### src/rtl/core/sv39_page_table_walker_assert.svh
// Assertion macros for the Sv39 page-table walker.
// Used by the top level only; relies on aclk and aresetn being in scope.
`ifndef SV39_PAGE_TABLE_WALKER_ASSERT_SVH
`define SV39_PAGE_TABLE_WALKER_ASSERT_SVH

// Same-cycle implication, disabled while reset is asserted.
`define SV39_PTW_ASSERT_NOW(label, antecedent, consequent, msg) \
    label: assert property (@(posedge aclk) disable iff (!aresetn) \
        (antecedent) |-> (consequent)) else $error(msg);

// Next-cycle implication, disabled while reset is asserted.
`define SV39_PTW_ASSERT_NEXT(label, antecedent, consequent, msg) \
    label: assert property (@(posedge aclk) disable iff (!aresetn) \
        (antecedent) |=> (consequent)) else $error(msg);

`endif

### src/rtl/core/sv39_ptw_pkg.sv
// Shared types, constants and helper functions of the Sv39 page-table walker.
// No dependencies; the front, queue, back and top-level files refer to it by scoped names.
package sv39_ptw_pkg;

    // Page-table geometry.
    localparam int LEVELS           = 3;
    localparam int ENTRIES_PER_PAGE = 512;
    localparam int VPN_W            = 9;
    localparam int LEVEL_W          = 2;
    localparam logic [LEVEL_W-1:0] LEVEL_TOP = LEVEL_W'(LEVELS - 1);
    localparam int PG_SHIFT         = 12;
    localparam int PGSIZE           = 4096;
    localparam int VA_BITS          = 38;   // addresses at or above 2^38 are rejected
    localparam int WALK_VA_W        = 39;   // bits that the three slices and offset span

    // Entry layout.
    localparam int PTE_V_BIT = 0;
    localparam int PTE_U_BIT = 4;
    localparam int PPN_LSB   = 10;
    localparam int PPN_MSB   = 53;
    localparam int PPN_W     = PPN_MSB - PPN_LSB + 1;
    localparam int PA_W      = 56;

    // Item field widths.
    localparam int WORD_INDEX_W = 13;
    localparam int DATA_W       = 64;
    localparam int STATUS_W     = 3;
    localparam int ROOT_W       = 4;

    // Result status codes.
    localparam logic [STATUS_W-1:0] ST_OK       = 3'd0;
    localparam logic [STATUS_W-1:0] ST_RANGE    = 3'd1;
    localparam logic [STATUS_W-1:0] ST_UPPER    = 3'd2;
    localparam logic [STATUS_W-1:0] ST_LEAF     = 3'd3;
    localparam logic [STATUS_W-1:0] ST_NOT_USER = 3'd4;

    // Input commands.
    localparam logic CMD_WRITE     = 1'b0;
    localparam logic CMD_TRANSLATE = 1'b1;

    // Configuration register map.
    localparam int   APB_ADDR_W    = 3;
    localparam int   APB_DATA_W    = 32;
    localparam logic REG_ROOT_PAGE = 1'b0;
    localparam logic REG_USER_MODE = 1'b1;

    // Depth of the queue between the front and back parts.
    localparam int QUEUE_DEPTH = 2;

    // What the back part has to do with a queued item.
    typedef enum logic [1:0] {
        OP_WRITE,   // store one table word, then report success
        OP_WALK,    // three-level walk
        OP_DONE     // result already known; report the carried status
    } op_kind_t;

    typedef struct packed {
        op_kind_t                  kind;
        logic [STATUS_W-1:0]       status;
        logic [WORD_INDEX_W-1:0]   word_index;
        logic [DATA_W-1:0]         data;    // word_data for writes, virt_addr for walks
    } queue_entry_t;

    typedef struct packed {
        logic full;
        logic empty;
    } queue_flags_t;

    // Virtual page number slice used at a given level.
    function automatic logic [VPN_W-1:0] vpn_slice(input logic [WALK_VA_W-1:0] va,
                                                   input logic [LEVEL_W-1:0]   level);
        logic [VPN_W-1:0] slice;
        unique case (level)
            2'd2:    slice = va[38:30];
            2'd1:    slice = va[29:21];
            default: slice = va[20:12];
        endcase
        return slice;
    endfunction

endpackage

### src/rtl/core/sv39_ptw_front.sv
// Front part: takes input transfers and classifies them for the back part.
// Depends on sv39_ptw_pkg.
module sv39_ptw_front #(
    parameter int TABLE_PAGES = 16
) (
    input  logic                                   s_valid,
    output logic                                   s_ready,
    input  logic                                   s_cmd,
    input  logic [sv39_ptw_pkg::WORD_INDEX_W-1:0]  s_word_index,
    input  logic [sv39_ptw_pkg::DATA_W-1:0]        s_word_data,
    input  logic [sv39_ptw_pkg::DATA_W-1:0]        s_virt_addr,
    input  logic [sv39_ptw_pkg::ROOT_W-1:0]        cfg_root_page,
    input  sv39_ptw_pkg::queue_flags_t             q_flags,
    output logic                                   push,
    output sv39_ptw_pkg::queue_entry_t             push_entry
);

    localparam int STORE_WORDS = TABLE_PAGES * sv39_ptw_pkg::ENTRIES_PER_PAGE;

    logic index_in_store;
    logic va_too_high;
    logic root_in_store;

    assign s_ready = !q_flags.full;
    assign push    = s_valid && s_ready;

    assign index_in_store = 32'(s_word_index) < STORE_WORDS;
    assign va_too_high    = s_virt_addr[sv39_ptw_pkg::DATA_W-1:sv39_ptw_pkg::VA_BITS] != '0;
    assign root_in_store  = 32'(cfg_root_page) < TABLE_PAGES;

    // Early classification: out-of-range writes and translations that fault before
    // any table read are resolved here and only reported by the back part.
    always_comb begin
        push_entry.word_index = s_word_index;
        push_entry.status     = sv39_ptw_pkg::ST_OK;
        push_entry.kind       = sv39_ptw_pkg::OP_DONE;
        push_entry.data       = s_word_data;
        if (s_cmd == sv39_ptw_pkg::CMD_WRITE) begin
            if (index_in_store) begin
                push_entry.kind = sv39_ptw_pkg::OP_WRITE;
            end
        end else begin
            push_entry.data = s_virt_addr;
            priority if (va_too_high) begin
                push_entry.status = sv39_ptw_pkg::ST_RANGE;
            end else if (!root_in_store) begin
                push_entry.status = sv39_ptw_pkg::ST_UPPER;
            end else begin
                push_entry.kind = sv39_ptw_pkg::OP_WALK;
            end
        end
    end

endmodule

### config.mk
export PLATFORM = sky130hd
export DESIGN_NAME = sv39_ptw_front
export DESIGN_NICKNAME = d
export VERILOG_FILES = /design/src/rtl/core/sv39_page_table_walker_assert.svh /design/src/rtl/core/sv39_ptw_pkg.sv /design/src/rtl/core/sv39_ptw_front.sv
export SDC_FILE = /design/constraint.sdc
export NUM_CORES = 1
export LEC_CHECK = 0
export BUFFER_PORTS_ARGS = -buffer_cell sky130_fd_sc_hd__buf_2
export CAP_MARGIN = 15
export CORE_AREA = 2 2 90 92
export DETAILED_ROUTE_END_ITERATION = 10
export DIE_AREA = 0 0 92 94
export PLACE_DENSITY = 0.54
export SETUP_SLACK_MARGIN = 0.02
export SLEW_MARGIN = 20
export SYNTH_ARGS = -nofsm -noshare
export SYNTH_HDL_FRONTEND = slang
export SYNTH_SLANG_ARGS = --single-unit
export TNS_END_PERCENT = 5
### constraint.sdc
create_clock -name vclk -period 1
set_input_delay 0.1 -clock vclk [all_inputs]
set_output_delay 0.1 -clock vclk [all_outputs]
set_load 0.05 [all_outputs]
Word-level counts from Yosys, hierarchy flattened
Cells that the tools add are included.
Widths: inputs -> output; s select.
{"block": "word_totals", "regBits": 0, "output_inout_bits": 84, "elab_cells": 8}
{"block": "classes", "muxes": 5, "reduce_logical": 3}
{"operator": "$mux 64", "n": 1}
{"operator": "$reduce_bool 26->1", "n": 1}
{"operator": "$mux 2", "n": 2}
{"operator": "$mux 1", "n": 2}
{"operator": "$logic_and 1x1->1", "n": 1}
{"operator": "$logic_not 1->1", "n": 1}

Longest topological paths before layout
Gate-level depths: netlist of run 1.
{"block": "depth", "word_depth": 3, "mapped_depth": 4, "mapped_depth_nobuf": 3}

Least setup slack after synthesis of run 1
OpenSTA, ideal clock, no wires.
{"block": "synth_path", "path_type": "input to output", "start": "in s_virt_addr[46] in the netlist's numbering", "end": "out push_entry[80] in the netlist's numbering", "arrival_ns": 1.178, "required_ns": 0.900, "path_slack_ns": -0.278, "cell_stages": 3, "path_buffers": 0, "cell_sequence": "nor4_1 nand4_1 nor3_2"}
{"element": "from (decl)", "line": "sv39_ptw_front.sv:11", "source": "input logic [sv39_ptw_pkg::DATA_W-1:0] s_virt_addr,"}
{"element": "to (decl)", "line": "sv39_ptw_front.sv:15", "source": "output sv39_ptw_pkg::queue_entry_t push_entry"}

==> out/metrics.cfg, run 1 <==
[die]
coreArea_mm2=0.00761
start_util=0.150
die_area_mm2=0.00865
die_x_um=92
die_h_um=94
rows=32
num_io_pins=233

[yosys]
yosys-top-cells-area=mux2_4 (50%), mux2_2 (26%), buf_4 (11%), buf_6 (5.0%), nor4_1 (3.3%)
netlist_top_cells_count=mux2_4 (38), mux2_2 (26), buf_4 (16), nor4_1 (6), buf_6 (5)
synth_simple_gate_area_frac=0.0605
synth_top_family_by_area=multiplexers
netlist.area_leader.share=0.502
synth_xor_area_frac=0
yosysWarnings=0
synth.largest_area_cell=mux2_4
synth_compound_area_frac=0.00660
synthCells=102
syn-mean-instance-area_um2=11.2
synth_mux_area_frac=0.759
synth_fa_ha_area_frac=0
synth.most_common_cell=mux2_4
yosysSeqAreaShare=0
synthDistinctLibCells=15
syn_area_mm2=0.00114

[cells_and_area]
drive_above_1_share=0.972
area_delta_synth_final_pct=122
seq_cells=0
fin_util=0.332
fin_nets=441
n_clock_buffer=0
layout.area.seq_um2=0
final.fill_count=793
num_antenna_cells=0

[global_route]
grt_pass1_wl_mm=6.20
grt_max_degree=27
grt_pass1_vias=1455
grtUsageTotal=0.0842
overflow=0
antenna_found_initial=0

[run_status]
status=finished with violations
violations=negative setup slack

[timing]
layout_setup_ws_ns=-0.285
fmax_mhz=778
hold_viol_final=0
finalHoldWorstSlack_ns=0.200
period_share=1.29
maxSlewViolCount=0
setup_violations=45
rsz0062_at_grt=true
fin_crit_ns=1.29

[placement]
hpwl_mm=3.87
portBuffers=200
routabilityCongestion=0.734
place_ws_ns=-0.479

[routing]
num_vias=1544
first_pass_iters=2
drcViolationCount=0
vias_per_cell=3.94
drt_wl_total_mm=4.52
wl_per_cell_um=11.5
ant_nets=0
drt_iter0_markers=4

[pwr]
p_leak_nw=1.40
vdd_drop_max_v=0.000338
p_per_area_mw_per_mm2=738

[worst_setup_path]
cp_top_family=simple AND/OR/NAND/NOR gates
path_cells=buf_6 -> nor4_4 -> buf_4 -> nand4_1 -> o21a_4 -> buf_8
critPathArrivalTime_ns=1.19
max_stage_delay_ns=0.29
worstSetupPathType=primary input to output port
path_buf_inv=3
crit_fanout=2
startpoint=s_virt_addr[41]
crit_path_end_kind=output port
cpMaxStageDelayCell=o21a_4
critPathRequiredTime_ns=0.90
startpoint_type=primary input

[hold_path]
hold_start=s_word_index[0]
hold_depth=0
hold_end=push_entry[64]
hold_class=primary input to output port

[cts]
ctsHoldBuffers=0

[flow_run]
cap_violations=0

-- cell families after synthesis --
| family | count (synthesis) |
|---|---|
| and+or+nand+nor | 11 |
| buffers and inverters | 25 |
| muxes | 64 |
| other | 1 |
| AOI/OAI and AO/OA | 1 |
-- layer usage --
metal	GRT usage	vias to the layer above	routed length, µm
met1	0.0839	680	1470
met5	0	-	0
met2	0.186	124	2510
met4	0.00249	0	12
li1	-	738	-
met3	0.0152	2	521
-- area by class of cell --
class,instances,area [µm²],area share
timing repair buffer,210,1360,0.539
multi-input combinational,78,1030,0.407
tap,102,128,0.0505
inverter,2,7.51,0.00297
-- worst max path at each step --
stage                           endpoint  slack, ns  cells after the start
after detailed placement  push_entry[81]      -0.48                      7
after global placement    push_entry[80]      -0.50                      5
after global routing      push_entry[81]      -0.35                      6
final                     push_entry[81]      -0.29                      6
after floorplan           push_entry[80]      -0.15                      3
after CTS                 push_entry[81]      -0.31                      6
-- metrics by stage --
stage	power, mW	instances	TNS [ns]	area (µm²)
6_report	1.86	392	-1.94	2530
5_1_grt	1.94	392	-3.62	2530
4_1_cts	1.87	392	-2.36	2530
3_5_place_dp	1.67	392	-7.47	2200
3_3_place_gp	1.66	392	-7.76	2200
2_1_floorplan	1.35	103	-0.285	1160
-- power by group --
group / switching [mW] / internal (mW) / leakage, nW
clock: 0 / 0 / 0
combinational: 1.09 / 0.769 / 1.40
sequential: 0 / 0 / 0
-- repair_timing --
action                     in CTS  in global routing
pin swaps                       5                  1
setup buffers                   0                  0
resized for setup              92                  0
gates cloned                    0                  0
setup endpoints to repair      67                 67
-- cells in the final DEF, fill, tap and decap left out, types with 2 or more instances in the layout --
| cell | Yosys | layout |
|---|---|---|
| mux2_2 | 26 | 23 |
| conb_1 | 1 | 2 |
| buf_8 | 0 | 4 |
| mux2_4 | 38 | 41 |
| nor4_4 | 0 | 3 |
| nor4_1 | 6 | 2 |
| buf_4 | 16 | 24 |
| buf_2 | 2 | 151 |
| buf_6 | 5 | 29 |
| buf_12 | 0 | 2 |
Note: power is estimated with default switching activity, not from simulation.
==> run 2, diff against run 1 <==
==> constraint.sdc (replaced) <==
create_clock -name vclk -period 1
set_input_delay 0.05 -clock vclk [all_inputs]
set_output_delay 0.05 -clock vclk [all_outputs]
set_load 0.05 [all_outputs]
==> run 2 against run 1 <==
Net effect: fmax is 15% higher; worst setup slack better by 0.17 ns; critical path depth is 1 lower; core utilization is 1.2 points higher; final area is 3.6% higher; total power is 3.2% higher; the flow still finishes with violations (negative setup slack); combinational power is 3% higher; first-iteration DRC count is 25% higher; count of clock-buffer cells in the layout stayed put; global-route usage is 0.29 points higher; largest power group unchanged.
==> out/metrics.cfg, run 2 (synthesis results as in run 1) <==
[pwr]
p_leak_nw=1.42  ; +0.87%
clockPowerShare=0  ; unchanged
p_switching_mw=1.11  ; +1.5%
p_int_mw=0.813  ; +5.7%
p_per_area_mw_per_mm2=735  ; -0.38%
comb_power_share=1.000  ; about the same
p_total_mw=1.92  ; +3.2%
vdd_drop_max_v=0.000319  ; -5.6%
seqPwrFrac=0  ; unchanged
sw_frac_of_total=0.577  ; -0.0100

[die]
die_x_um=92  ; unchanged
coreArea_mm2=0.00761  ; unchanged
start_util=0.150  ; unchanged
rows=32  ; unchanged
num_io_pins=233  ; unchanged
die_area_mm2=0.00865  ; unchanged
die_h_um=94  ; unchanged

[cells_and_area]
final_common_cell=buf_2
num_antenna_cells=0  ; unchanged
area_delta_synth_final_pct=130
n_clock_buffer=0  ; unchanged
fin_nets=439  ; -0.45%
final.fill_count=777  ; -2.0%
drive_above_1_share=0.979  ; +0.00675
mostFrequentLayoutCells=buf_2 (141), buf_6 (47), mux2_4 (39)
seq_cells=0  ; unchanged
layout.area.seq_um2=0  ; unchanged
final_cells=390  ; -0.51%

[run_status]
status=finished with violations
violations=negative setup slack

[routing]
ant_nets=0  ; unchanged
num_vias=1543  ; -0.065%
drt_wl_total_mm=4.60  ; +1.9%
drt_iter0_markers=5  ; +1
vias_per_cell=3.96  ; +0.45%
wl_per_cell_um=11.8  ; +2.4%
drcViolationCount=0  ; unchanged
first_pass_iters=2  ; unchanged

[worst_setup_path]
crit_fanout=2  ; unchanged
worstSetupPathType=primary input to output port
startpoint_type=primary input
critPathArrivalTime_ns=1.07  ; -0.12 ns
crit_path_end_kind=output port
critPathRequiredTime_ns=0.95  ; +0.05 ns

[placement]
portBuffers=200  ; unchanged
dp_cells=392  ; unchanged
routabilityCongestion=0.731  ; -0.41%
hpwl_mm=3.94  ; +1.9%

[global_route]
grt_pass1_vias=1473  ; +1.2%
grt_max_degree=27  ; unchanged
grt_pass1_wl_mm=6.42  ; +3.4%
overflow=0  ; unchanged
grtUsageTotal=0.0871  ; +0.00288
antenna_found_initial=0  ; unchanged

[timing]
period_share=1.12  ; -0.169
layout_setup_ws_ns=-0.116  ; +0.169 ns
fmax_mhz=896  ; +15%
maxSlewViolCount=0  ; unchanged
fin_crit_ns=1.12  ; -0.169 ns
rsz0062_at_grt=true
hold_viol_final=0  ; unchanged
setup_violations=3  ; -93%

[flow_run]
cap_violations=0  ; unchanged

[hold_path]
hold_end=push_entry[64]
hold_start=s_word_index[0]
hold_depth=0  ; unchanged
hold_class=primary input to output port

[cts]
cts_setup_buffers=0  ; unchanged

==> run 2: changes by cell type in the layout (fill, tap and decap cells not counted) <==
| cell | before | now |
|---|---|---|
| nor4_2 | 1 | 2 |
| mux2_4 | 41 | 39 |
| buf_4 | 24 | 14 |
| buf_2 | 151 | 141 |
| nand3_4 | 0 | 1 |
| buf_6 | 29 | 47 |
| nor4_1 | 2 | 0 |
| nor4_4 | 3 | 4 |
| buf_8 | 4 | 3 |
| mux2_2 | 23 | 25 |
| clkbuf_4 | 0 | 1 |
| nand3_2 | 1 | 0 |
==> run 2: worst max-delay path, stage by stage <==
cell	delay (ns)
buf_8	0.10
nor4_4	0.27
nand4_1	0.22
o21a_4	0.28
buf_8	0.15
==> run 2: how the worst max path moves through the flow <==
stage | end | slack, ns | from | depth (start not counted)
detailed placement | push_entry[80] | -0.39 | s_virt_addr[40] | 6
floorplan | push_entry[80] | -0.05 | s_virt_addr[43] | 3
global route | push_entry[81] | -0.18 | s_virt_addr[47] | 5
finish | push_entry[81] | -0.12 | s_virt_addr[47] | 5
global placement | push_entry[80] | -0.40 | s_virt_addr[46] | 5
CTS | push_entry[81] | -0.19 | s_virt_addr[57] | 7
==> run 2: area by class of cell <==
cell class	instances	area, µm²	share of cell area
Inverter	2	7.51	0.00287
Timing Repair Buffer	208	1430	0.547
Multi-Input combinational cell	78	1050	0.401
Tap cell	102	128	0.0488
==> run 2: metrics by stage <==
| stage | hold slack, ns | TNS, ns | utilization | instance area (µm²) | setup WS, ns |
|---|---|---|---|---|---|
| after global placement | 0.100 | -1.49 | 0.289 | 2200 | -0.395 |
| after detailed placement | 0.100 | -1.42 | 0.289 | 2200 | -0.394 |
| final | 0.100 | -0.329 | 0.344 | 2620 | -0.116 |
| after floorplan | 0.267 | -0.0848 | - | 1160 | -0.0517 |
| after CTS | 0.100 | -0.555 | 0.338 | 2570 | -0.194 |
| after global routing | 0.100 | -0.545 | 0.344 | 2620 | -0.183 |
==> run 2: repair_timing <==
| action | in CTS | in global routing |
|---|---|---|
| endpoints found under the setup margin | 51 | 36 |
| hold buffers | 0 | 0 |
| resized for setup | 107 | 14 |
| pin swaps | 5 | 4 |
==> run 2: power groups by stage <==
stage                     sequential [mW]  clock [mW]  combinational (mW)
after global placement                  0           0                1.66
after detailed placement                0           0                1.67
after CTS                               0           0                1.91
after global routing                    0           0                2.00
final                                   0           0                1.92
after floorplan                         0           0                1.35
==> run 2: per-layer routing <==
layer,vias to the layer above,track usage,wire [µm]
met5,-,0,0
met4,0,0,0
met3,0,0.0136,525
met2,122,0.192,2600
met1,689,0.0892,1480
li1,732,-,-
==> run 3, diff against run 2 <==
--- a/config.mk
+++ b/config.mk
@@ -11,4 +11,5 @@
 export DETAILED_ROUTE_END_ITERATION = 10
 export DIE_AREA = 0 0 92 94
+export GPL_TIMING_DRIVEN = 1
 export PLACE_DENSITY = 0.54
 export SETUP_SLACK_MARGIN = 0.02
@@ -17,3 +18,3 @@
 export SYNTH_HDL_FRONTEND = slang
 export SYNTH_SLANG_ARGS = --single-unit
-export TNS_END_PERCENT = 5
+export TNS_END_PERCENT = 30
==> constraint.sdc (replaced) <==
create_clock -name vclk -period 1
set_input_delay 0.15 -clock vclk [all_inputs]
set_output_delay 0.15 -clock vclk [all_outputs]
set_load 0.05 [all_outputs]
==> run 3 against run 2 <==
Net effect: the run still ends with negative setup slack left; core utilization grew 7.2 points; non-clock buffer count up 9; via count is 4.5% higher; final cell count increased by 2.3%; total power grew 19%; combinational power rose by 19%; critical path depth increased by 1; sequential cell count stayed put; fmax decreased by 16%; global-route usage grew 2.0 points; worst setup slack worse by 0.21 ns; critical endpoint unchanged.
==> out/metrics.cfg, run 3 (synthesis results as in run 1) <==
[cells_and_area]
n_clock_buffer=0  ; unchanged
final.fill_count=730  ; -6.0%
final_cells=399  ; +2.3%
final_area_mm2=0.00317  ; +21%
num_antenna_cells=0  ; unchanged
multi_input_area_mm2=0.00112  ; +6.7%
layout.area.seq_um2=0  ; unchanged
seq_cells=0  ; unchanged
area_delta_synth_final_pct=179
final_common_cell=buf_2
fin_util=0.416  ; +0.0724
drive_above_1_share=0.980  ; about the same
mostFrequentLayoutCells=buf_2 (125), mux2_4 (62), buf_6 (47)
fin_nets=448  ; +2.1%

[global_route]
use_met2=0.232  ; +0.0404
grt_pass1_vias=1599  ; +8.6%
top_usage_layer=met2
grtUsageTotal=0.107  ; +0.0196
grt_max_degree=14  ; -48%
use_met3=0.0185  ; +0.00482
antenna_found_initial=0  ; unchanged
grt_pass1_wl_mm=7.63  ; +19%
grt_use_met1=0.110  ; +0.0212
overflow=0  ; unchanged

[routing]
drt_wl_total_mm=5.52  ; +20%
ant_nets=0  ; unchanged
drt_iter0_markers=12  ; +7
first_pass_iters=2  ; unchanged
wl_per_cell_um=13.8  ; +17%
num_vias=1612  ; +4.5%
vias_per_cell=4.04  ; +2.1%
drcViolationCount=0  ; unchanged

[die]
rows=32  ; unchanged
coreArea_mm2=0.00761  ; unchanged
die_area_mm2=0.00865  ; unchanged
die_h_um=94  ; unchanged
start_util=0.150  ; unchanged
die_x_um=92  ; unchanged
num_io_pins=233  ; unchanged

[timing]
layout_setup_ws_ns=-0.325  ; -0.209 ns
setup_violations=67  ; +64
rsz0062_at_grt=true
period_share=1.33  ; +0.209
maxSlewViolCount=0  ; unchanged
fmax_mhz=755  ; -16%
hold_viol_final=0  ; unchanged
fin_tns_setup_ns=-5.86  ; -5.54 ns
fin_crit_ns=1.33  ; +0.209 ns
finalHoldWorstSlack_ns=0.300  ; +0.200 ns

[run_status]
status=finished with violations
violations=negative setup slack

[worst_setup_path]
critPathRequiredTime_ns=0.85  ; -0.10 ns
worstSetupPathType=primary input to output port
crit_fanout=2  ; unchanged
crit_path_end_kind=output port
critPathArrivalTime_ns=1.18  ; +0.11 ns
startpoint_type=primary input

[pwr]
p_per_area_mw_per_mm2=721  ; -1.9%
vdd_drop_max_v=0.000355  ; +11%
p_leak_nw=1.71  ; +21%
p_total_mw=2.28  ; +19%

[hold_path]
hold_class=primary input to output port

[flow_run]
cap_violations=0  ; unchanged

[placement]
placed_cell_area_mm2=0.00220  ; unchanged
place_ws_ns=-0.594  ; -0.201 ns
hpwl_mm=3.99  ; +1.2%
routabilityCongestion=0.731  ; about the same
dp_cells=392  ; unchanged
portBuffers=200  ; unchanged

[cts]
ctsHoldBuffers=0  ; unchanged

## run 3: critical path, cell delays in order
cell     delay (ns)
buf_6          0.09
nor4_2         0.25
buf_4          0.15
nand3_2        0.12
o21a_4         0.26
buf_8          0.15
## run 3: what timing repair did
action                                  4_1_cts  5_1_grt
endpoints found under the hold margin         0        0
gates resized for setup                     185       38
pin swaps                                     5        4
endpoints found under the setup margin       67       67
buffers inserted                              1        3
cloned                                        4        2
## run 3: where the power goes
group          internal (mW)  total [mW]  switching (mW)
clock                      0           0               0
combinational           1.10        2.28            1.19
sequential                 0           0               0
## run 3: cell type report
class | count | share of cell area
Timing Repair Buffer | 217 | 0.604
Inverter | 2 | 0.00237
Tap cell | 102 | 0.0403
Multi-Input combinational cell | 78 | 0.353
## run 3: final timing paths
| kind | startpoint | endpoint | slack, ns | depth (start not counted) |
|---|---|---|---|---|
| hold / removal | s_word_index[0] | push_entry[64] | 0.30 | 0 |
| setup / recovery | s_virt_addr[57] | push_entry[81] | -0.33 | 6 |
## run 3: metal layers
metal  vias to the layer above  wire, µm
li1                        755         -
met1                       735      1830
met2                       120      3140
met3                         2       541
met4                         0         5
met5                         -         0
