--- config.mk ---
export PLATFORM = sky130hd
export DESIGN_NAME = sv39_ptw_queue
export DESIGN_NICKNAME = d
export VERILOG_FILES = /design/src/rtl/core/sv39_page_table_walker_assert.svh /design/src/rtl/core/sv39_ptw_pkg.sv /design/src/rtl/core/sv39_ptw_queue.sv
export SDC_FILE = /design/constraint.sdc
export NUM_CORES = 1
export LEC_CHECK = 0
export ABC_AREA = 1
export BUFFER_PORTS_ARGS = -buffer_cell sky130_fd_sc_hd__buf_2
export CORE_MARGIN = 1
export CORE_UTILIZATION = 30
export CTS_CLUSTER_DIAMETER = 100
export DETAILED_ROUTE_END_ITERATION = 16
export GPL_ROUTABILITY_DRIVEN = 0
export PLACE_DENSITY_LB_ADDON = 0.05
export SYNTH_ARGS = -nofsm -noshare
export SYNTH_HDL_FRONTEND = slang
export SYNTH_SLANG_ARGS = --single-unit
export TNS_END_PERCENT = 30
--- constraint.sdc ---
create_clock -name aclk -period 5.2 [get_ports aclk]
set_clock_uncertainty 0.1 [all_clocks]
set_input_delay 0.52 -clock aclk [delete_from_list [all_inputs] [get_ports aclk]]
set_output_delay 0.52 -clock aclk [all_outputs]
set_load 0.1 [all_outputs]
--- src/rtl/core/sv39_page_table_walker_assert.svh ---
// Assertion macros for the Sv39 page-table walker.
// Used by the top level only; relies on aclk and aresetn being in scope.
`ifndef SV39_PAGE_TABLE_WALKER_ASSERT_SVH
`define SV39_PAGE_TABLE_WALKER_ASSERT_SVH

// Same-cycle implication, disabled while reset is asserted.
`define SV39_PTW_ASSERT_NOW(label, antecedent, consequent, msg) \
    label: assert property (@(posedge aclk) disable iff (!aresetn) \
        (antecedent) |-> (consequent)) else $error(msg);

// Next-cycle implication, disabled while reset is asserted.
`define SV39_PTW_ASSERT_NEXT(label, antecedent, consequent, msg) \
    label: assert property (@(posedge aclk) disable iff (!aresetn) \
        (antecedent) |=> (consequent)) else $error(msg);

`endif

--- src/rtl/core/sv39_ptw_pkg.sv ---
// Shared types, constants and helper functions of the Sv39 page-table walker.
// No dependencies; the front, queue, back and top-level files refer to it by scoped names.
package sv39_ptw_pkg;

    // Page-table geometry.
    localparam int LEVELS           = 3;
    localparam int ENTRIES_PER_PAGE = 512;
    localparam int VPN_W            = 9;
    localparam int LEVEL_W          = 2;
    localparam logic [LEVEL_W-1:0] LEVEL_TOP = LEVEL_W'(LEVELS - 1);
    localparam int PG_SHIFT         = 12;
    localparam int PGSIZE           = 4096;
    localparam int VA_BITS          = 38;   // addresses at or above 2^38 are rejected
    localparam int WALK_VA_W        = 39;   // bits that the three slices and offset span

    // Entry layout.
    localparam int PTE_V_BIT = 0;
    localparam int PTE_U_BIT = 4;
    localparam int PPN_LSB   = 10;
    localparam int PPN_MSB   = 53;
    localparam int PPN_W     = PPN_MSB - PPN_LSB + 1;
    localparam int PA_W      = 56;

    // Item field widths.
    localparam int WORD_INDEX_W = 13;
    localparam int DATA_W       = 64;
    localparam int STATUS_W     = 3;
    localparam int ROOT_W       = 4;

    // Result status codes.
    localparam logic [STATUS_W-1:0] ST_OK       = 3'd0;
    localparam logic [STATUS_W-1:0] ST_RANGE    = 3'd1;
    localparam logic [STATUS_W-1:0] ST_UPPER    = 3'd2;
    localparam logic [STATUS_W-1:0] ST_LEAF     = 3'd3;
    localparam logic [STATUS_W-1:0] ST_NOT_USER = 3'd4;

    // Input commands.
    localparam logic CMD_WRITE     = 1'b0;
    localparam logic CMD_TRANSLATE = 1'b1;

    // Configuration register map.
    localparam int   APB_ADDR_W    = 3;
    localparam int   APB_DATA_W    = 32;
    localparam logic REG_ROOT_PAGE = 1'b0;
    localparam logic REG_USER_MODE = 1'b1;

    // Depth of the queue between the front and back parts.
    localparam int QUEUE_DEPTH = 2;

    // What the back part has to do with a queued item.
    typedef enum logic [1:0] {
        OP_WRITE,   // store one table word, then report success
        OP_WALK,    // three-level walk
        OP_DONE     // result already known; report the carried status
    } op_kind_t;

    typedef struct packed {
        op_kind_t                  kind;
        logic [STATUS_W-1:0]       status;
        logic [WORD_INDEX_W-1:0]   word_index;
        logic [DATA_W-1:0]         data;    // word_data for writes, virt_addr for walks
    } queue_entry_t;

    typedef struct packed {
        logic full;
        logic empty;
    } queue_flags_t;

    // Virtual page number slice used at a given level.
    function automatic logic [VPN_W-1:0] vpn_slice(input logic [WALK_VA_W-1:0] va,
                                                   input logic [LEVEL_W-1:0]   level);
        logic [VPN_W-1:0] slice;
        unique case (level)
            2'd2:    slice = va[38:30];
            2'd1:    slice = va[29:21];
            default: slice = va[20:12];
        endcase
        return slice;
    endfunction

endpackage

--- src/rtl/core/sv39_ptw_queue.sv ---
// Short first-in first-out queue of classified items between front and back.
// Depends on sv39_ptw_pkg.
module sv39_ptw_queue (
    input  logic                        aclk,
    input  logic                        aresetn,
    input  logic                        push,
    input  sv39_ptw_pkg::queue_entry_t  push_entry,
    input  logic                        pop,
    output sv39_ptw_pkg::queue_entry_t  head_entry,
    output sv39_ptw_pkg::queue_flags_t  q_flags
);

    localparam int DEPTH   = sv39_ptw_pkg::QUEUE_DEPTH;
    localparam int PTR_W   = (DEPTH > 1) ? $clog2(DEPTH) : 1;
    localparam int COUNT_W = $clog2(DEPTH + 1);

    sv39_ptw_pkg::queue_entry_t entries_reg [DEPTH];
    logic [PTR_W-1:0]   wr_ptr_reg, wr_ptr_next;
    logic [PTR_W-1:0]   rd_ptr_reg, rd_ptr_next;
    logic [COUNT_W-1:0] count_reg,  count_next;

    // Pointer and fill-level update.
    always_comb begin
        wr_ptr_next = wr_ptr_reg;
        rd_ptr_next = rd_ptr_reg;
        count_next  = count_reg;
        if (push) begin
            wr_ptr_next = (wr_ptr_reg == PTR_W'(DEPTH - 1)) ? '0 : wr_ptr_reg + 1'b1;
        end
        if (pop) begin
            rd_ptr_next = (rd_ptr_reg == PTR_W'(DEPTH - 1)) ? '0 : rd_ptr_reg + 1'b1;
        end
        if (push && !pop) begin
            count_next = count_reg + 1'b1;
        end else if (pop && !push) begin
            count_next = count_reg - 1'b1;
        end
    end

    always_ff @(posedge aclk) begin
        if (!aresetn) begin
            wr_ptr_reg <= '0;
            rd_ptr_reg <= '0;
            count_reg  <= '0;
        end else begin
            wr_ptr_reg <= wr_ptr_next;
            rd_ptr_reg <= rd_ptr_next;
            count_reg  <= count_next;
        end
    end

    // Entry storage needs no reset.
    always_ff @(posedge aclk) begin
        if (push) begin
            entries_reg[wr_ptr_reg] <= push_entry;
        end
    end

    assign head_entry    = entries_reg[rd_ptr_reg];
    assign q_flags.full  = count_reg == COUNT_W'(DEPTH);
    assign q_flags.empty = count_reg == '0;

endmodule

-- Word-level counts from Yosys, hierarchy flattened
Memory sizes are Yosys's and may differ from the RTL's. A register that Yosys moved wholly into a read port is not among the register bits.
Index checks and enable logic that the tools add are counted.
- flip-flop bits (word level): 4
- bits in writable memories: 164
- input bits: 86
- output and inout bits: 84
- word-level logic and storage cells: 23
- memories kept: 1
- memory list (name ; words ; width ; read ports ; clocked after memory_dff ; write ports ; line ; text):
    entries_reg ; 2 ; 82 ; 1 ; 1 ; 1 ; sv39_ptw_queue.sv:17 ; sv39_ptw_pkg::queue_entry_t entries_reg [DEPTH];
- add/sub/neg operators: 4
- eq/ne operators: 1
- multiplexer cells: 8
- reduce and logical (&&, ||, !) cells: 6
- operators by type and width (cell ; count):
    2-to-1 mux 1 bit ; 6
    2-to-1 mux 2 bit ; 2
    adder 1 bit (second input constant) ; 2
    adder 2 x 1 -> 2 bit (second input constant) ; 1
    equality test 2 bit (second input constant) ; 1
    logical AND 1 bit ; 2
    zero test 1 bit ; 2
    zero test 2 bit ; 1
    nonzero test 2 bit ; 1
    subtractor 2 x 1 -> 2 bit (second input constant) ; 1

-- Longest topological paths before layout
Gate-level depths: netlist of the first run.
- word-level depth: 4
- depth in mapped cells: 8
- gate-level depth less buffers: 8

-- Least setup slack after synthesis of the first run
No wires, ideal clock.
- kind: input -> register
- start point: in push
- end point: mem entries_reg[0][0] (netlist name), enable pin
- setup time: 525 ps
- data arrival time: 3995 ps
- required time: 4575 ps
- setup slack: 580 ps
- stages: 2
- path buffers: 0
- cell sequence: inv_1 > nor2_1
- longest elaborated chain between the ends: 2
- ends and longest elaborated chain (what ; line ; text):
    start, declared ; sv39_ptw_queue.sv:6 ; input logic push,
    2-to-1 mux 1 bit ; sv39_ptw_queue.sv:54 ; if (push) begin
    2-to-1 mux 1 bit (not written as such) ; sv39_ptw_queue.sv:55 ; entries_reg[wr_ptr_reg] <= push_entry;
    end, declared ; sv39_ptw_queue.sv:17 ;
Every way passes these cells.

==> flow_summary.json, run 1 <==
{
  "finalHoldViolCount": 0,
  "path_clk_slew_ns": 0.07,
  "ctsLongestPathBuffers": 2,
  "routedWlPerCell_um": 16.4,
  "syn2layout_area_growth_pct": 25.5,
  "min_path_type": "input pin to flop",
  "dpl_worst_slack_ns": 2.31,
  "die_area_um2": 22400,
  "nets": 561,
  "power.leakage_nw": 3.26,
  "setup_viol_count_final": 0,
  "die_x_um": 150,
  "outcome": "completed",
  "fill_cells": 2023,
  "drv_cap": 0,
  "cts_buffers": 17,
  "n_antenna_cell": 0,
  "dp_hpwl_um": 7890,
  "synthMuxAreaShare_pct": 18.7,
  "setup_slack_ns": 1.96,
  "critPathArrivalTime_ns": 2.62,
  "htreeDepth": 4,
  "whs_endpoint": "entries_reg[0][79]$_DFFE_PP_",
  "yosys.area_share.adder_pct": 0.191,
  "fp-row-count": 53,
  "p_per_area_nw_per_um2": 439,
  "ctsResizeCount": 0,
  "clock-sinks": 169,
  "hold_buffers": 0,
  "cp_slowest_cell": "dfxtp_4",
  "synthSimpleGateAreaFrac_pct": 1.15,
  "postCtsSetupBuffers": 0,
  "use_met1_pct": 13.8,
  "ys_types": 14,
  "synth_top_family_by_area": "multiplexers",
  "min_period_ns": 3.24,
  "vias_per_cell": 4.12,
  "floorplan.initialDensity_pct": 30.9,
  "largest_reg_flops": 164,
  "cts_tree": "yes",
  "fin_tns_setup_ns": 0,
  "synth-seq-cells": 169,
  "syn_area_um2": 6550,
  "min_path_cells": 1,
  "multi_input_area_um2": 1330,
  "die_y_um": 150,
  "slew_headroom_pct": 25.0,
  "grt_pass1_vias": 3404,
  "synth.area.top_cells": "edfxtp_1 (75%), mux2_4 (18%), buf_12 (2.4%), dfxtp_1 (1.5%), nor2_1 (0.52%)",
  "slowest_delay_ns": 1.08,
  "top_usage_layer": "met2",
  "clock_latency_ns": 0.42,
  "drive_gt1_share_pct": 59.1,
  "io_pins": 170,
  "fmax_ghz": 0.308,
  "required_ns": 4.58,
  "io_buffers": 169,
  "grt_first_pass_wirelength_um": 18400,
  "synth_ff_type": "edfxtp_1",
  "end_kind": "primary output",
  "netlist_instances": 290,
  "synth_compound_area_share_pct": 0.153,
  "antenna_found_initial": 2,
  "drc_errors": 0,
  "period_share_pct": 62.4,
  "drv_slew": 0,
  "rsz0062_at_grt": "false",
  "avgSynthCellArea_um2": 22.6,
  "grtUsageTotal_pct": 11.5,
  "rr_startpoint": "wr_ptr_reg$_SDFFE_PN0P_",
  "yosys-top-cells-count": "edfxtp_1 (164), mux2_4 (80), nor2_1 (9)",
  "criticalPathCategory": "flop to primary output",
  "grtUsageMet2_pct": 18.8,
  "hold_ws_ns": 0.189,
  "rr_endpoint": "entries_reg[1][45]$_DFFE_PP_",
  "reg2regPathDepth": 3,
  "clockRootBuffer": "clkbuf_16",
  "ant_nets": 0,
  "synth_enable_flop_cells": 164,
  "grt.overflow.total": 0,
  "finalWirelength_um": 12500,
  "crit_chain": "buf_4 > mux2_2 > buf_2",
  "yosysWarnings": 0,
  "via_count": 3143,
  "peakVddDrop_v": 0.000199,
  "firstDrtPassIters": 4,
  "core_area_um2": 21200,
  "synth_top_cell_area_share_pct": 75.2,
  "syn_nets": 377,
  "synth.most_common_cell": "edfxtp_1",
  "power.total_mw": 3.60,
  "fin_area_um2": 8220,
  "grt_max_degree": 57,
  "path_max_fanout": 56,
  "regArea_um2": 5030,
  "synthXorXnorAreaFrac_pct": 0,
  "yosysSeqAreaShare_pct": 76.7,
  "grtUsageMet3_pct": 3.66,
  "r2r_slack_ns": 3.09,
  "hold_start": "push_entry[79]",
  "placed_area_um2": 7620,
  "critPathLaunchType": "flop",
  "async_flop_share_pct": 0,
  "yosysTopAreaCell": "edfxtp_1",
  "drtIter0Drc": 100,
  "worstMarginPinSlew_ns": 1.12
}
[stage by stage]
stage          util [%]  instances
6_report           38.7        762
2_1_floorplan         -        290
3_3_place_gp       35.9        730
4_1_cts            38.7        762
5_1_grt            38.7        762
3_5_place_dp       35.9        730
[routing by layer]
metal	part of all wire (%)	wire, µm
met2	49	6120
met5	0.22	27
met3	5.9	737
met1	43	5430
met4	1.4	180
[cell type report]
cell class / instances / area share, %
sequential: 169 / 61.2
multi-input combinational: 104 / 16.2
timing repair buffer: 174 / 10.8
clock buffer: 18 / 5.22
tap: 275 / 4.19
clock inverter: 14 / 2.06
inverter: 8 / 0.396
[cells in the final DEF (no fill, tap or decap)]
master / instances
clkbuf_1: 1
dfxtp_4: 1
clkinv_1: 2
bufinv_16: 3
nor2_4: 1
inv_4: 1
inv_8: 1
nand3_1: 1
inv_1: 7
nor2_1: 8
nand4_1: 1
ha_1: 1
o21ai_0: 1
a21oi_1: 1
clkbuf_16: 17
inv_6: 3
buf_2: 169
dfxtp_1: 4
buf_4: 5
clkinv_2: 2
clkinvlp_4: 2
nand2_1: 8
edfxtp_1: 164
mux2_2: 2
clkinv_4: 1
mux2_4: 80
[how the worst max path moves through the flow]
stage,start,endpoint,slack (ns),cells after the start
after CTS,flop,head_entry[65],1.85,3
after floorplan,push,entries_reg[0][0]$_DFFE_PP_,0.58,2
after global placement,flop,head_entry[65],2.30,3
after global routing,flop,head_entry[65],1.79,3
final,flop,head_entry[65],1.96,3
after detailed placement,flop,head_entry[65],2.31,3
[kinds of logic after synthesis]
group,after synthesis
AOI/OAI and AO/OA,2
buffers and inverters,17
DFF,169
muxes,82
adders and majority gates,1
and+or+nand+nor,19
[where the power goes]
part	leakage (nW)	switching, mW	internal, mW	total (mW)
Clock	0.288	0.526	0.760	1.29
Combinational	1.39	0.548	0.160	0.708
Sequential	1.58	0.0362	1.58	1.61
[critical path, delay by kind of cell (launching register included)]
family	cells	cell delay [ns]
DFF	1	1.08
muxes	1	0.37
buffers and inverters	2	0.72
No activity file was read; power rests on OpenSTA's default activity.
==> inputs of run 2 (changes only) <==
Clock period 5.2 ns to 2.7 ns, I/O delays scaled along.
==> flow_summary.json, run 2 (synthesis results as in run 1) <==
{
  "firstDrtPassIters": 4,
  "n_antenna_cell": 0,
  "cts_buffers": 17,
  "drive_gt1_share_pct": 50.9,
  "min_period_ns": 2.36,
  "layout_commonest_cell": "buf_2",
  "critPathArrivalTime_ns": 1.99,
  "grt_max_degree": 54,
  "clock_power_share_pct": 33.2,
  "grt_first_pass_wirelength_um": 19700,
  "setup_slack_ns": 0.345,
  "end_kind": "primary output",
  "cp_slowest_cell": "dfxtp_4",
  "fmax_ghz": 0.425,
  "power_frac_seq_pct": 45.0,
  "crit_chain": "buf_12 > mux2_4 > buf_2",
  "cts_tree": "yes",
  "drc_errors": 0,
  "via_count": 3461,
  "rsz0062_at_grt": "false",
  "io_buffers": 169,
  "swShare_pct": 31.3,
  "ctsLongestPathBuffers": 2,
  "peakVddDrop_v": 0.000393,
  "fp-row-count": 53,
  "combPwrFrac_pct": 21.9,
  "dp_hpwl_um": 8300,
  "power.leakage_nw": 3.61,
  "fin_area_um2": 9080,
  "period_share_pct": 87.2,
  "antenna_found_initial": 0,
  "r2r_slack_ns": 1.17,
  "vias_per_cell": 4.09,
  "place_inst": 733,
  "criticalPathCategory": "flop to primary output",
  "floorplan.initialDensity_pct": 30.9,
  "clock-sinks": 169,
  "drv_slew": 0,
  "fin_util_pct": 42.8,
  "min_path_type": "input pin to flop",
  "power.internal_mw": 4.71,
  "syn2layout_area_growth_pct": 38.6,
  "hold_ws_ns": 0.0286,
  "clock_latency_ns": 0.41,
  "dpl_worst_slack_ns": 0.740,
  "required_ns": 2.33,
  "p_per_area_nw_per_um2": 755,
  "die_y_um": 150,
  "rr_startpoint": "wr_ptr_reg$_SDFFE_PN0P_",
  "finalWirelength_um": 12800,
  "path_max_fanout": 30,
  "fill_cells": 1992,
  "power.total_mw": 6.85,
  "worstSetupEndpoint": "head_entry[30]",
  "outcome": "completed",
  "postCtsSetupBuffers": 0,
  "fin_cells": 847,
  "grt.overflow.total": 0,
  "slowest_delay_ns": 0.60,
  "grtUsageTotal_pct": 11.9,
  "htreeDepth": 4,
  "die_area_um2": 22400,
  "setup_viol_count_final": 0,
  "core_area_um2": 21200,
  "io_pins": 170,
  "clockRootBuffer": "clkbuf_16",
  "routedWlPerCell_um": 15.1,
  "grt_pass1_vias": 3754,
  "largest_reg_flops": 164,
  "final_cell_mix": "buf_2 (169), edfxtp_1 (164), dlygate4sd3_1 (82)",
  "rr_endpoint": "entries_reg[1][75]$_DFFE_PP_",
  "drv_cap": 0,
  "placed_area_um2": 7700,
  "fin_tns_setup_ns": 0,
  "path_clk_slew_ns": 0.06,
  "drtIter0Drc": 88,
  "worstMarginPinSlew_ns": 0.531,
  "power.switching_mw": 2.14,
  "finalHoldViolCount": 0,
  "ant_nets": 0,
  "die_x_um": 150,
  "slew_headroom_pct": 64.8,
  "nets": 646,
  "reg2regPathDepth": 3,
  "critPathLaunchType": "flop"
}
run 2: final cells by class:
class | instances | area, µm² | area share [%]
inverter | 8 | 32.5 | 0.358
tap | 275 | 344 | 3.79
clock inverter | 13 | 120 | 1.32
timing repair buffer | 259 | 1790 | 19.7
clock buffer | 19 | 433 | 4.77
multi-input combinational | 104 | 1330 | 14.6
sequential | 169 | 5030 | 55.4
run 2: power by group through the flow:
| stage | combinational, mW | clock, mW | sequential, mW |
|---|---|---|---|
| global placement | 1.42 | 0 | 3.13 |
| CTS | 1.52 | 2.37 | 3.08 |
| finish | 1.50 | 2.27 | 3.08 |
| global route | 1.56 | 2.47 | 3.09 |
| floorplan | 1.21 | 0 | 3.12 |
| detailed placement | 1.42 | 0 | 3.14 |
run 2: what timing repair did:
item / CTS / global route
hold endpoints to repair: 164 / 0
gates resized for setup: 0 / 0
hold buffers: 82 / 0
run 2: worst min path at each step:
stage                         from                            to  slack [ns]  cells after the start
finish                     aresetn     count_reg[1]$_SDFFE_PN0P_        0.03                      3
detailed placement  push_entry[68]  entries_reg[0][68]$_DFFE_PP_        0.36                      1
CTS                        aresetn     count_reg[1]$_SDFFE_PN0P_       0.006                      3
global placement    push_entry[78]  entries_reg[0][78]$_DFFE_PP_        0.36                      1
global route               aresetn     count_reg[1]$_SDFFE_PN0P_        0.03                      3
floorplan            push_entry[0]   entries_reg[0][0]$_DFFE_PP_        0.27                      0
run 2: metal layers:
layer | track usage, % | share of wire (%) | routed length, µm | vias to the layer above
li1 | - | - | - | 1666
met1 | 14.4 | 44 | 5610 | 1690
met2 | 20.2 | 50 | 6440 | 94
met3 | 2.93 | 4.5 | 569 | 11
met4 | 5.30 | 1.2 | 157 | 0
met5 | 0 | 0 | 0 | -
run 2: critical path: cells and delay by family (launching register included):
| kind | cells | cell delay (ns) |
|---|---|---|
| flip-flops | 1 | 0.60 |
| multiplexers | 1 | 0.34 |
| buffers and inverters | 2 | 0.60 |
==> inputs of run 3 (changes only) <==
Settings changed: CTS_BUF_LIST from default to sky130_fd_sc_hd__clkbuf_4, CTS_CLUSTER_SIZE from default to 8.
==> flow_summary.json, run 3 (synthesis results as in run 1) <==
{
  "clock-sinks": 169,
  "whs_endpoint": "entries_reg[0][19]$_DFFE_PP_",
  "clock_latency_ns": 0.52,
  "min_path_type": "input pin to flop",
  "grt_max_degree": 54,
  "place_inst": 733,
  "critPathLaunchType": "flop",
  "htreeDepth": 4,
  "grt_pass1_vias": 3739,
  "p_per_area_nw_per_um2": 676,
  "path_clk_slew_ns": 0.15,
  "vias_per_cell": 4.10,
  "power.switching_mw": 2.04,
  "swShare_pct": 34.3,
  "ctsLongestPathBuffers": 2,
  "placed_area_um2": 7700,
  "critPathArrivalTime_ns": 2.13,
  "power.internal_mw": 3.91,
  "path_max_fanout": 30,
  "postCtsSetupBuffers": 0,
  "end_kind": "primary output",
  "die_y_um": 150,
  "peakVddDrop_v": 0.000277,
  "finalHoldViolCount": 0,
  "period_share_pct": 92.5,
  "floorplan.initialDensity_pct": 30.9,
  "required_ns": 2.33,
  "io_buffers": 169,
  "r2r_slack_ns": 1.16,
  "slew_headroom_pct": 65.4,
  "grt.overflow.total": 0,
  "core_area_um2": 21200,
  "outcome": "completed",
  "clockRootBuffer": "clkbuf_4",
  "die_area_um2": 22400,
  "dp_hpwl_um": 8300,
  "nets": 649,
  "ant_nets": 0,
  "die_x_um": 150,
  "via_count": 3486,
  "setup_slack_ns": 0.203,
  "grtUsageTotal_pct": 12.0,
  "cp_slowest_cell": "dfxtp_4",
  "dpl_worst_slack_ns": 0.740,
  "cts_tree": "yes",
  "criticalPathCategory": "flop to primary output",
  "drv_cap": 0,
  "final_cell_mix": "buf_2 (169), edfxtp_1 (164), dlygate4sd3_1 (85)",
  "firstDrtPassIters": 4,
  "reg2regPathDepth": 3,
  "layout_commonest_cell": "buf_2",
  "clock_power_share_pct": 23.2,
  "power.leakage_nw": 3.50,
  "fp-row-count": 53,
  "drtIter0Drc": 119,
  "cts_buffers": 17,
  "setup_viol_count_final": 0,
  "worstMarginPinSlew_ns": 0.523,
  "finalWirelength_um": 12900,
  "hold_start": "push_entry[19]",
  "drv_slew": 0,
  "routedWlPerCell_um": 15.1,
  "largest_reg_flops": 164,
  "drc_errors": 0,
  "min_path_cells": 2,
  "rr_endpoint": "entries_reg[1][54]$_DFFE_PP_",
  "fmax_ghz": 0.400,
  "io_pins": 170,
  "min_period_ns": 2.50,
  "fin_cells": 851,
  "slowest_delay_ns": 0.63,
  "combPwrFrac_pct": 25.2,
  "power_frac_seq_pct": 51.6,
  "power.total_mw": 5.96,
  "drive_gt1_share_pct": 51.0,
  "antenna_found_initial": 1,
  "syn2layout_area_growth_pct": 34.7,
  "rsz0062_at_grt": "false",
  "grt_first_pass_wirelength_um": 19700,
  "crit_chain": "buf_12 > mux2_4 > buf_2",
  "rr_startpoint": "wr_ptr_reg$_SDFFE_PN0P_",
  "fin_tns_setup_ns": 0,
  "fin_area_um2": 8820
}
[run 3: how the worst max path moves through the flow]
| stage | start | endpoint | depth (start not counted) |
|---|---|---|---|
| 2_1_floorplan | wr_ptr_reg$_SDFFE_PN0P_ | entries_reg[1][0]$_DFFE_PP_ | 2 |
| 3_3_place_gp | flop | head_entry[77] | 3 |
| 6_report | flop | head_entry[27] | 3 |
| 5_1_grt | flop | head_entry[27] | 3 |
| 3_5_place_dp | flop | head_entry[77] | 3 |
| 4_1_cts | flop | head_entry[77] | 3 |
[run 3: metrics by stage]
step	hold slack, ns	utilization [%]
floorplan	0.269	-
global placement	0.358	36.3
detailed placement	0.361	36.3
CTS	0.249	41.5
global route	0.241	41.6
finish	0.330	41.6
[run 3: power groups by stage]
stage / Clock (mW) / Sequential, mW / Combinational (mW)
finish: 1.38 / 3.08 / 1.50
global route: 1.56 / 3.09 / 1.56
CTS: 1.47 / 3.08 / 1.52
detailed placement: 0 / 3.14 / 1.42
global placement: 0 / 3.13 / 1.42
floorplan: 0 / 3.12 / 1.21
[run 3: layer usage]
| layer | GRT usage, % | wire length (µm) | vias to the layer above | share of wire (%) |
|---|---|---|---|---|
| met5 | 0 | 0 | - | 0 |
| met4 | 4.55 | 170 | 0 | 1.3 |
| met3 | 3.75 | 657 | 14 | 5.1 |
| met2 | 20.3 | 6430 | 103 | 50 |
| met1 | 14.3 | 5610 | 1696 | 44 |
| li1 | - | - | 1673 | - |
[run 3: worst max-delay path: cells and delay by family (launching register included)]
kind | cells | cell delay (ns)
buffers and inverters | 2 | 0.73
flip-flops | 1 | 0.63
multiplexers | 1 | 0.21
[run 3: cell type report]
cell class | instances | area (µm²)
diodes | 1 | 2.50
clock buffers | 19 | 143
clock inverters | 13 | 120
fillers | 2028 | 12400
inverters | 8 | 32.5
multi-input cells | 104 | 1330
flip-flops and latches | 169 | 5030
well taps | 275 | 344
repair buffers | 262 | 1820
[run 3: repair_timing]
action / 4_1_cts / 5_1_grt
hold endpoints to repair: 169 / 0
hold buffers: 85 / 0
setup endpoints to repair: 0 / 0
resized for setup: 0 / 0
